## config.mk

```make
export PLATFORM = sky130hd
export DESIGN_NAME = ring_queue_indexed_remove_unit
export DESIGN_NICKNAME = d
export VERILOG_FILES = /design/src/rtl/rqir_pkg.sv /design/src/rtl/rqir_controller.sv /design/src/rtl/rqir_datapath.sv /design/src/rtl/ring_queue_indexed_remove_unit.sv
export SDC_FILE = /design/constraint.sdc
export NUM_CORES = 1
export LEC_CHECK = 0
export ABC_AREA = 0
export ABC_CLOCK_PERIOD_IN_PS = 4650
export CAP_MARGIN = 10
export CORE_MARGIN = 10
export CORE_UTILIZATION = 50
export CTS_CLUSTER_DIAMETER = 60
export DETAILED_ROUTE_END_ITERATION = 10
export DONT_BUFFER_PORTS = 1
export GPL_TIMING_DRIVEN = 0
export PLACE_DENSITY_LB_ADDON = 0.1
export SYNTH_ARGS = -nofsm -noshare
export SYNTH_HDL_FRONTEND = slang
export SYNTH_SLANG_ARGS = --single-unit
export TNS_END_PERCENT = 10
```

## constraint.sdc

```tcl
create_clock -name clock -period 4.65 [get_ports clock]
set_clock_uncertainty 0.1 [all_clocks]
set_input_delay 0.465 -clock clock [delete_from_list [all_inputs] [get_ports clock]]
set_output_delay 0.465 -clock clock [all_outputs]
set_load 0.03 [all_outputs]
```

## src/rtl/rqir_pkg.sv

```systemverilog
// Shared types and constants for the ring queue with indexed read and remove.
package rqir_pkg;

   localparam int OPCODE_W = 2;
   localparam int EXT_W    = 32;
   localparam int POS_W    = 5;
   localparam int OCC_W    = 5;
   localparam int STATUS_W = 2;
   localparam int WIDE_W   = 64;

   typedef enum logic [OPCODE_W-1:0] {
      OP_PUSH   = 2'd0,
      OP_POP    = 2'd1,
      OP_READ   = 2'd2,
      OP_REMOVE = 2'd3
   } opcode_type;

   typedef enum logic [STATUS_W-1:0] {
      ST_OK     = 2'd0,
      ST_EMPTY  = 2'd1,
      ST_FULL   = 2'd2,
      ST_BADPOS = 2'd3
   } status_type;

   typedef enum logic [1:0] {
      S_IDLE,
      S_EXEC,
      S_SHIFT,
      S_RESULT
   } state_type;

   typedef struct packed {
      logic accept;
      logic finish;
      logic hold_start;
      logic shift;
      logic remove_done;
   } ctrl_cmd_type;

   typedef struct packed {
      logic remove_ok;
      logic shift_more;
      logic shift_more_next;
      logic out_free;
   } dp_sts_type;

endpackage

```

## src/rtl/rqir_controller.sv

```systemverilog
// Sequencing state machine for the ring queue.
module rqir_controller import rqir_pkg::*; (
   input  logic         clock,
   input  logic         reset,
   input  logic         req_valid,
   output logic         req_stall,
   input  dp_sts_type   sts,
   output ctrl_cmd_type cmd
);

   state_type state_ff;
   state_type state_in;

   always_ff @(posedge clock) begin
      if (reset) begin
         state_ff <= S_IDLE;
      end else begin
         state_ff <= state_in;
      end
   end

   always_comb begin
      state_in  = state_ff;
      cmd       = '0;
      req_stall = 1'b1;
      case (state_ff)
         S_IDLE: begin
            req_stall = 1'b0;
            if (req_valid) begin
               cmd.accept = 1'b1;
               state_in   = S_EXEC;
            end
         end
         S_EXEC: begin
            if (sts.remove_ok) begin
               cmd.hold_start = 1'b1;
               state_in       = sts.shift_more ? S_SHIFT : S_RESULT;
            end else if (sts.out_free) begin
               cmd.finish = 1'b1;
               state_in   = S_IDLE;
            end
         end
         S_SHIFT: begin
            cmd.shift = 1'b1;
            if (!sts.shift_more_next) begin
               state_in = S_RESULT;
            end
         end
         S_RESULT: begin
            if (sts.out_free) begin
               cmd.remove_done = 1'b1;
               state_in        = S_IDLE;
            end
         end
         default: begin
            state_in = S_IDLE;
         end
      endcase
   end

endmodule

```

## src/rtl/rqir_datapath.sv

```systemverilog
// Ring store, pointers, request latch and response register of the ring queue.
module rqir_datapath import rqir_pkg::*; #(
   parameter int DEPTH      = 16,
   parameter int WORD_WIDTH = 32
) (
   input  logic                clock,
   input  logic                reset,
   input  logic [OPCODE_W-1:0] req_opcode,
   input  logic [EXT_W-1:0]    req_push_data,
   input  logic [POS_W-1:0]    req_position,
   input  ctrl_cmd_type        cmd,
   output dp_sts_type          sts,
   input  logic                rsp_stall,
   output logic                rsp_valid,
   output logic [EXT_W-1:0]    rsp_result_data,
   output logic [STATUS_W-1:0] rsp_status,
   output logic [OCC_W-1:0]    rsp_occupancy,
   output logic                rsp_is_empty
);

   localparam int AW   = (DEPTH > 1) ? $clog2(DEPTH) : 1;
   localparam int CW   = $clog2(DEPTH + 1);
   localparam int CMPW = ((CW + 1) > POS_W) ? (CW + 1) : POS_W;
   localparam int SW   = AW + POS_W + 1;

   function automatic logic [AW-1:0] inc_addr(input logic [AW-1:0] a);
      return (a == AW'(DEPTH - 1)) ? '0 : a + AW'(1);
   endfunction

   function automatic logic [AW-1:0] dec_addr(input logic [AW-1:0] a);
      return (a == '0) ? AW'(DEPTH - 1) : a - AW'(1);
   endfunction

   logic [WORD_WIDTH-1:0] ring_store [DEPTH];
   logic [WORD_WIDTH-1:0] mem_rdata_ff;

   logic [AW-1:0]         head_ff, head_in;
   logic [AW-1:0]         tail_ff, tail_in;
   logic [CW-1:0]         count_ff, count_in;
   opcode_type            op_ff;
   logic [WORD_WIDTH-1:0] data_ff;
   logic [POS_W-1:0]      pos_ff;
   logic [AW-1:0]         ptr_ff;
   logic [CW-1:0]         idx_ff;
   logic [WORD_WIDTH-1:0] hold_ff;

   logic                  rsp_valid_ff;
   logic [EXT_W-1:0]      rsp_data_ff;
   status_type            rsp_status_ff;
   logic [OCC_W-1:0]      rsp_occ_ff;
   logic                  rsp_empty_ff;

   opcode_type            req_op;
   logic [WIDE_W-1:0]     push_ext;
   logic [POS_W-1:0]      pos_m1;
   logic [CMPW-1:0]       pos_m1_ext;
   logic [SW-1:0]         slot_sum, slot_wrap;
   logic [AW-1:0]         start_slot;

   logic [CMPW-1:0]       cnt_ext, pos_ext, idx_ext, cnt_in_ext;
   logic                  is_full, is_zero, bad_pos, op_ok;
   status_type            op_status;

   logic                  mem_we, mem_re, rsp_load;
   logic [AW-1:0]         mem_waddr, mem_raddr;
   logic [WORD_WIDTH-1:0] mem_wdata, rsp_word;
   logic [WIDE_W-1:0]     rsp_word_ext;
   logic [EXT_W-1:0]      rsp_data_in;
   status_type            rsp_status_in;

   // Slot of the addressed entry, computed from the incoming position.
   always_comb begin
      req_op     = opcode_type'(req_opcode);
      push_ext   = WIDE_W'(req_push_data);
      pos_m1     = req_position - POS_W'(1);
      pos_m1_ext = CMPW'(pos_m1);
      slot_sum   = SW'(head_ff) + SW'(pos_m1);
      slot_wrap  = (slot_sum >= SW'(DEPTH)) ? slot_sum - SW'(DEPTH) : slot_sum;
      start_slot = (slot_wrap >= SW'(DEPTH)) ? '0 : slot_wrap[AW-1:0];
   end

   // Checks on the latched transaction against the current occupancy.
   always_comb begin
      cnt_ext = CMPW'(count_ff);
      pos_ext = CMPW'(pos_ff);
      idx_ext = CMPW'(idx_ff);
      is_full = (count_ff == CW'(DEPTH));
      is_zero = (count_ff == '0);
      bad_pos = (pos_ff == '0) || (pos_ext > cnt_ext);
      case (op_ff)
         OP_PUSH: op_status = is_full ? ST_FULL : ST_OK;
         OP_POP:  op_status = is_zero ? ST_EMPTY : ST_OK;
         default: op_status = bad_pos ? ST_BADPOS : ST_OK;
      endcase
      op_ok               = (op_status == ST_OK);
      sts.remove_ok       = (op_ff == OP_REMOVE) && !bad_pos;
      sts.shift_more      = (idx_ext + CMPW'(1)) < cnt_ext;
      sts.shift_more_next = (idx_ext + CMPW'(2)) < cnt_ext;
      sts.out_free        = !rsp_valid_ff || !rsp_stall;
   end

   // Pointer and occupancy updates.
   always_comb begin
      head_in  = head_ff;
      tail_in  = tail_ff;
      count_in = count_ff;
      if (cmd.finish && op_ok) begin
         case (op_ff)
            OP_PUSH: begin
               tail_in  = inc_addr(tail_ff);
               count_in = count_ff + CW'(1);
            end
            OP_POP: begin
               head_in  = inc_addr(head_ff);
               count_in = count_ff - CW'(1);
            end
            default: begin
               count_in = count_ff;
            end
         endcase
      end
      if (cmd.remove_done) begin
         tail_in  = dec_addr(tail_ff);
         count_in = count_ff - CW'(1);
      end
   end

   always_ff @(posedge clock) begin
      if (reset) begin
         head_ff  <= '0;
         tail_ff  <= '0;
         count_ff <= '0;
      end else begin
         head_ff  <= head_in;
         tail_ff  <= tail_in;
         count_ff <= count_in;
      end
   end

   // Memory ports: one write, one registered read.
   always_comb begin
      mem_we    = (cmd.finish && op_ok && (op_ff == OP_PUSH)) || cmd.shift;
      mem_waddr = cmd.shift ? ptr_ff : tail_ff;
      mem_wdata = cmd.shift ? mem_rdata_ff : data_ff;
      mem_re    = cmd.accept || cmd.hold_start || cmd.shift;
      if (cmd.accept) begin
         mem_raddr = ((req_op == OP_PUSH) || (req_op == OP_POP)) ? head_ff : start_slot;
      end else if (cmd.hold_start) begin
         mem_raddr = inc_addr(ptr_ff);
      end else begin
         mem_raddr = inc_addr(inc_addr(ptr_ff));
      end
   end

   always_ff @(posedge clock) begin
      if (mem_we) begin
         ring_store[mem_waddr] <= mem_wdata;
      end
   end

   always_ff @(posedge clock) begin
      if (mem_re) begin
         mem_rdata_ff <= ring_store[mem_raddr];
      end
   end

   // Transaction latch and shift cursor.
   always_ff @(posedge clock) begin
      if (cmd.accept) begin
         op_ff   <= req_op;
         data_ff <= push_ext[WORD_WIDTH-1:0];
         pos_ff  <= req_position;
         ptr_ff  <= start_slot;
         idx_ff  <= pos_m1_ext[CW-1:0];
      end else if (cmd.shift) begin
         ptr_ff <= inc_addr(ptr_ff);
         idx_ff <= idx_ff + CW'(1);
      end
      if (cmd.hold_start) begin
         hold_ff <= mem_rdata_ff;
      end
   end

   // Response register.
   always_comb begin
      rsp_load = cmd.finish || cmd.remove_done;
      if (cmd.remove_done) begin
         rsp_word      = hold_ff;
         rsp_status_in = ST_OK;
      end else begin
         rsp_word      = (op_ok && (op_ff != OP_PUSH)) ? mem_rdata_ff : '0;
         rsp_status_in = op_status;
      end
      rsp_word_ext = WIDE_W'(rsp_word);
      rsp_data_in  = rsp_word_ext[EXT_W-1:0];
      cnt_in_ext   = CMPW'(count_in);
   end

   always_ff @(posedge clock) begin
      if (reset) begin
         rsp_valid_ff <= 1'b0;
      end else if (rsp_load) begin
         rsp_valid_ff <= 1'b1;
      end else if (!rsp_stall) begin
         rsp_valid_ff <= 1'b0;
      end
   end

   always_ff @(posedge clock) begin
      if (rsp_load) begin
         rsp_data_ff   <= rsp_data_in;
         rsp_status_ff <= rsp_status_in;
         rsp_occ_ff    <= cnt_in_ext[OCC_W-1:0];
         rsp_empty_ff  <= (count_in == '0);
      end
   end

   assign rsp_valid       = rsp_valid_ff;
   assign rsp_result_data = rsp_data_ff;
   assign rsp_status      = rsp_status_ff;
   assign rsp_occupancy   = rsp_occ_ff;
   assign rsp_is_empty    = rsp_empty_ff;

   a_count_range: assert property (@(posedge clock) disable iff (reset)
      count_ff <= CW'(DEPTH))
      else $error("entry count beyond depth");

   a_ptr_agree: assert property (@(posedge clock) disable iff (reset)
      (head_ff == tail_ff) == ((count_ff == '0) || (count_ff == CW'(DEPTH))))
      else $error("head and tail disagree with entry count");

   a_shift_bound: assert property (@(posedge clock) disable iff (reset)
      cmd.shift |-> sts.shift_more)
      else $error("shift runs past the last entry");

   a_load_free: assert property (@(posedge clock) disable iff (reset)
      rsp_load |-> sts.out_free)
      else $error("response overwritten before it was taken");

   a_remove_shrinks: assert property (@(posedge clock) disable iff (reset)
      cmd.remove_done |=> (count_ff == $past(count_ff) - CW'(1)))
      else $error("removal did not shrink the queue");

endmodule

```

## src/rtl/ring_queue_indexed_remove_unit.sv

```systemverilog
// Top level of the ring queue with indexed read and indexed remove.
//
// Request channel (req_): opcode, push_data, position. A transaction is taken
// when req_valid is high and req_stall is low. Opcodes: push, pop, read the
// entry at a 1-based position from the head, remove the entry at a position.
// Response channel (rsp_): exactly one response per request, in order, with
// the word popped, read or removed (zero otherwise), a status code, the
// occupancy after the operation and an empty flag.
// Path: for push, pop, read and any failed operation, the response is formed
// through the registered read port of the ring store and the response
// register. In a removal at position p with n entries, after the target word
// is read, every later entry moves one slot toward the head, one read and
// one write of the store per cycle.
// One request is in work at a time; req_stall is low only while no request
// is in work. A finished response sits in an output register, so a new
// request is taken while it waits; if rsp_stall holds it, the next request
// stops at its final step until the register frees.
// Reset (synchronous, active high) empties the queue and drops any pending
// response. The store is not cleared: only written entries reach a response.
module ring_queue_indexed_remove_unit import rqir_pkg::*; #(
   parameter int DEPTH      = 16,
   parameter int WORD_WIDTH = 32
) (
   input  logic                clock,
   input  logic                reset,
   input  logic                req_valid,
   output logic                req_stall,
   input  logic [OPCODE_W-1:0] req_opcode,
   input  logic [EXT_W-1:0]    req_push_data,
   input  logic [POS_W-1:0]    req_position,
   output logic                rsp_valid,
   input  logic                rsp_stall,
   output logic [EXT_W-1:0]    rsp_result_data,
   output logic [STATUS_W-1:0] rsp_status,
   output logic [OCC_W-1:0]    rsp_occupancy,
   output logic                rsp_is_empty
);

   ctrl_cmd_type cmd;
   dp_sts_type   sts;

   // Sequencer: takes the transaction, steps through the shift, closes it.
   rqir_controller u_controller (
      .clock     (clock),
      .reset     (reset),
      .req_valid (req_valid),
      .req_stall (req_stall),
      .sts       (sts),
      .cmd       (cmd)
   );

   // Storage, pointers and the response register.
   rqir_datapath #(
      .DEPTH      (DEPTH),
      .WORD_WIDTH (WORD_WIDTH)
   ) u_datapath (
      .clock           (clock),
      .reset           (reset),
      .req_opcode      (req_opcode),
      .req_push_data   (req_push_data),
      .req_position    (req_position),
      .cmd             (cmd),
      .sts             (sts),
      .rsp_stall       (rsp_stall),
      .rsp_valid       (rsp_valid),
      .rsp_result_data (rsp_result_data),
      .rsp_status      (rsp_status),
      .rsp_occupancy   (rsp_occupancy),
      .rsp_is_empty    (rsp_is_empty)
   );

endmodule

```

==> summary.md <==
| Metric | Value |
|---|---|
| WS Path Type | reg2reg |
| Worst Hold Class | in2reg |
| Drt total wl | 69,250 µm |
| Die W | 253.5 µm |
| Crit path arrival time | between 4 and 5 ns |
| RSZ-0062 raised after global routing | no |
| Sequential area share after synthesis | around 74% |
| Number of core rows | between 80 and 90 |
| Clock transition at the registers of the reported paths | 0.06 ns |
| Post-DP Area | between 20,000 and 30,000 µm² |
| Port Buffers | 0 |
| Post-synth ARST share | 0% |
| Slowest cell on crit path | clkbuf_1 |
| Largest fanout on the critical path | 35 |
| Detailed-router iteration count before antenna repair | 5 |
| Grt total ovfl | 0 |
| FMAX | about 220 MHz |
| Total GRT Usage | a little over a fifth |
| Total power | 15,850 µW |
| Syn Inst Count | about 1,800 |
| Core box area | 53,920 µm² |
| Height of the chip | around 250 µm |
| Ys flop type | edfxtp_1 |
| Final ANT Viol Nets | 0 |
| H-tree Lvls | 3 |
| Peak VDD IR | 0.3209 mV |
| Residual DRC count | 0 |
| Root Driver | clkbuf_16 |
| Worst hold margin | 0.1240 ns |
| Setup Fix Bufs, Post-CTS | 0 |
| Endpoints failing setup | 0 |
| Drt first-iter violations | 1,587 |
| Worst Tran Pin Value | 1.277 ns |
| IO Count | 85 |
| Yosys warnings | 0 |
| Setup crit start kind | flop |
| Routed vias/inst | 5.945 |
| Final Hold Fails | 0 |
| Ant. Diodes | 0 |
| # clock sinks | 680 |
| First-pass GRT wire length | 102,900 µm |
| Number of synthesized flops with an enable pin | 664 |
| Outcome | finished, final reports clean |
| Synthesized cell area | approximately 27,000 µm² |
| Leak pwr | 0.01087 µW |
| Multi-input gate area | about 6500 µm² |
| Vias in the first global route | 15,890 |
| Die area | about 64,000 µm² |
| Crit end category | flop |
| Initial Util | ~51% |
| Final Slew Violations | 0 |
| Syn_nets | 1,918 |
| CTS max path bufs | 3 |
| Cell area after layout | 31,470 µm² |
| Initial antenna violation count | 0 |
| Reg area | 20,260 µm² |
| Layout Area Growth over Synthesis | 15.46% |
| Slew margin rel. | 14.84% |
| Clock latency on the worst-skew pair | 0.62 ns |
| Post-synthesis cell type count | approximately 60 |
| Final period util | 95.69% |
| Syn avg cell area | roughly 15 µm² |
| Register bit total from synthesis | 680 |
| RePlAce Congestion | 0.7991 |
| CTS tree | built |
| Pwr Density | 503.8 nW/µm² |
| CP peak stage delay | 0.69 ns |
| TritonCTS buffer count | 73 |
| Period minus WS final | 4.450 ns |
| TNS Setup | 0 ns |
| Via count | 16,250 |
| Crit-path cells | inv_1, ha_1, and3_1, o21ai_0, a32oi_1, or2_1, buf_2, inv_4, o21bai_1, a31oi_2, nand2_1, clkbuf_1, o221ai_1 |
| Filler Cell Count | about 4,100 |
| DP Wirelength | 46,040 µm |
| WL per Instance | 25.34 µm |
| Critical Path RT | 4.84 ns |
| Max cap viols | 0 |
| Layout Nets | 2,054 |
| Largest net degree at the start of global routing | 36 |
| Share of cells above drive strength 1 | 10.26% |
==> cell usage after synthesis (2+ instances only) <==
| cell | instances | area, µm² |
|---|---|---|
| nand2b_1 | 4 | 25.02 |
| o21ai_1 | 2 | 10.01 |
| or3_1 | 3 | 18.77 |
| a22oi_1 | 2 | 15.01 |
| nor3_1 | 8 | 40.04 |
| xor2_1 | 9 | 78.83 |
| nor2b_1 | 9 | 56.30 |
| dfxtp_1 | 16 | 320.3 |
| ha_1 | 30 | 375.4 |
| o21ai_0 | 11 | 55.05 |
| buf_2 | 43 | 215.2 |
| inv_1 | 18 | 67.56 |
| a41oi_1 | 2 | 17.52 |
| a32oi_1 | 33 | 289.0 |
| edfxtp_1 | 664 | 19940 |
| mux2i_1 | 127 | 1271 |
| nand3_1 | 85 | 425.4 |
| a21oi_1 | 112 | 560.5 |
| nor3b_1 | 3 | 22.52 |
| or4_1 | 3 | 22.52 |
| a22o_1 | 95 | 832.1 |
| o221ai_1 | 31 | 271.5 |
| nor2_1 | 52 | 195.2 |
| nand4_1 | 5 | 31.28 |
| nand2_1 | 355 | 1333 |
| a211oi_1 | 6 | 45.04 |
| xnor2_1 | 7 | 61.31 |
| a31oi_1 | 7 | 43.79 |
| buf_6 | 4 | 45.04 |
| a21o_1 | 2 | 15.01 |
| buf_4 | 7 | 52.55 |
| buf_1 | 9 | 33.78 |
| clkbuf_1 | 46 | 172.7 |
| and3_1 | 7 | 43.79 |
==> layout by cell type (no fill, tap or decap), types with 14 or more instances in the layout <==
cell type / n
edfxtp_1: 664
nand2_1: 355
mux2i_1: 127
a21oi_1: 112
a22o_1: 95
nand3_1: 84
clkbuf_16: 73
clkbuf_1: 55
buf_2: 43
dlygate4sd3_1: 42
nor2_1: 35
a32oi_1: 33
o221ai_1: 31
ha_1: 30
inv_1: 18
nor2_4: 17
dfxtp_1: 16
clkinv_1: 14
==> flip-flops by register name (all words and copies together) (netlist names) <==
name                        flops
u_datapath.ring_store         512
u_datapath.data_ff             32
u_datapath.hold_ff             32
u_datapath.mem_rdata_ff        32
u_datapath.rsp_result_data     32
u_datapath.count_ff             5
u_datapath.idx_ff               5
u_datapath.pos_ff               5
u_datapath.rsp_occupancy        5
u_datapath.head_ff              4
u_datapath.ptr_ff               4
u_datapath.tail_ff              4
u_controller.state_ff           2
u_datapath.op_ff                2
u_datapath.rsp_status           2
u_datapath.rsp_is_empty         1
u_datapath.rsp_valid            1
==> report_power, final <==
group / internal [µW] / total [µW] / switching (µW)
clock network: 3300 / 5720 / 2410
registers: 7120 / 7350 / 225
logic: 923 / 2790 / 1860
total: 11400 / 15900 / 4500
==> final cells by class <==
| class | count | area share [%] |
|---|---|---|
| Inverter | 20 | 0.2505 |
| Sequential cell | 680 | 64.38 |
| Clock inverter | 48 | 1.511 |
| Timing Repair Buffer | 61 | 2.736 |
| Tap cell | 696 | 2.768 |
| Multi-Input combinational cell | 1035 | 20.76 |
| Buffer | 109 | 1.658 |
| Clock buffer | 84 | 5.937 |
==> cell families (layout without fill, tap and decap cells) <==
kind of cell    after synthesis  in the layout  share of synthesized area [%]
buf+inv                     129            322                          2.181
xor+xnor                     16             16                         0.5142
fa+ha+maj                    31             31                          1.451
simple gates                542            542                          8.374
compound gates              318            318                          8.434
mux                         128            128                          4.706
flops                       680            680                          74.34
==> path summary, 6_finish.rpt <==
check,startpoint,cells after the start,endpoint,slack [ns]
worst max register to register,u_datapath.count_ff[3]$_SDFF_PP0_,13,u_datapath.mem_rdata_ff[16]$_DFFE_PP_,0.20
worst min-delay path,req_position[2],3,u_datapath.idx_ff[2]$_DFFE_PP_,0.12
worst max-delay path,u_datapath.count_ff[3]$_SDFF_PP0_,13,u_datapath.mem_rdata_ff[16]$_DFFE_PP_,0.20
worst min register to register,u_datapath.mem_rdata_ff[7]$_DFFE_PP_,0,u_datapath.hold_ff[7]$_DFFE_PP_,0.38
==> through the flow <==
step                cells  util [%]  worst slack, ns
floorplan            1844         -           0.6719
global placement     2540     52.16           -1.557
detailed placement   2559     53.22         -0.04862
CTS                  2733     58.35           0.1934
global route         2733     58.36          0.03537
finish               2733     58.36           0.2004
==> what timing repair did <==
action / in CTS / in global routing
endpoints found under the setup margin: 9 / 7
gates resized for setup: 1 / 4
pin swaps: 0 / 0
hold buffers: 42 / 0
hold endpoints to repair: 47 / 0
gates cloned: 0 / 0
==> metal layers <==
layer	vias up	global-route usage (%)	wire length (µm)
met4	0	6.590	1845
met2	602	34.33	32470
li1	7323	-	-
met1	8204	29.68	30320
met5	-	0	0
met3	120	4.148	4618
==> critical path: cells and delay by family (launching register included) <==
kind | cells | cell delay (ns)
buffers and inverters | 4 | 1.35
AOI/OAI and AO/OA | 5 | 1.31
and+or+nand+nor | 3 | 0.61
DFF | 1 | 0.40
adders and majority gates | 1 | 0.32
(Power assumes the default switching activity.)
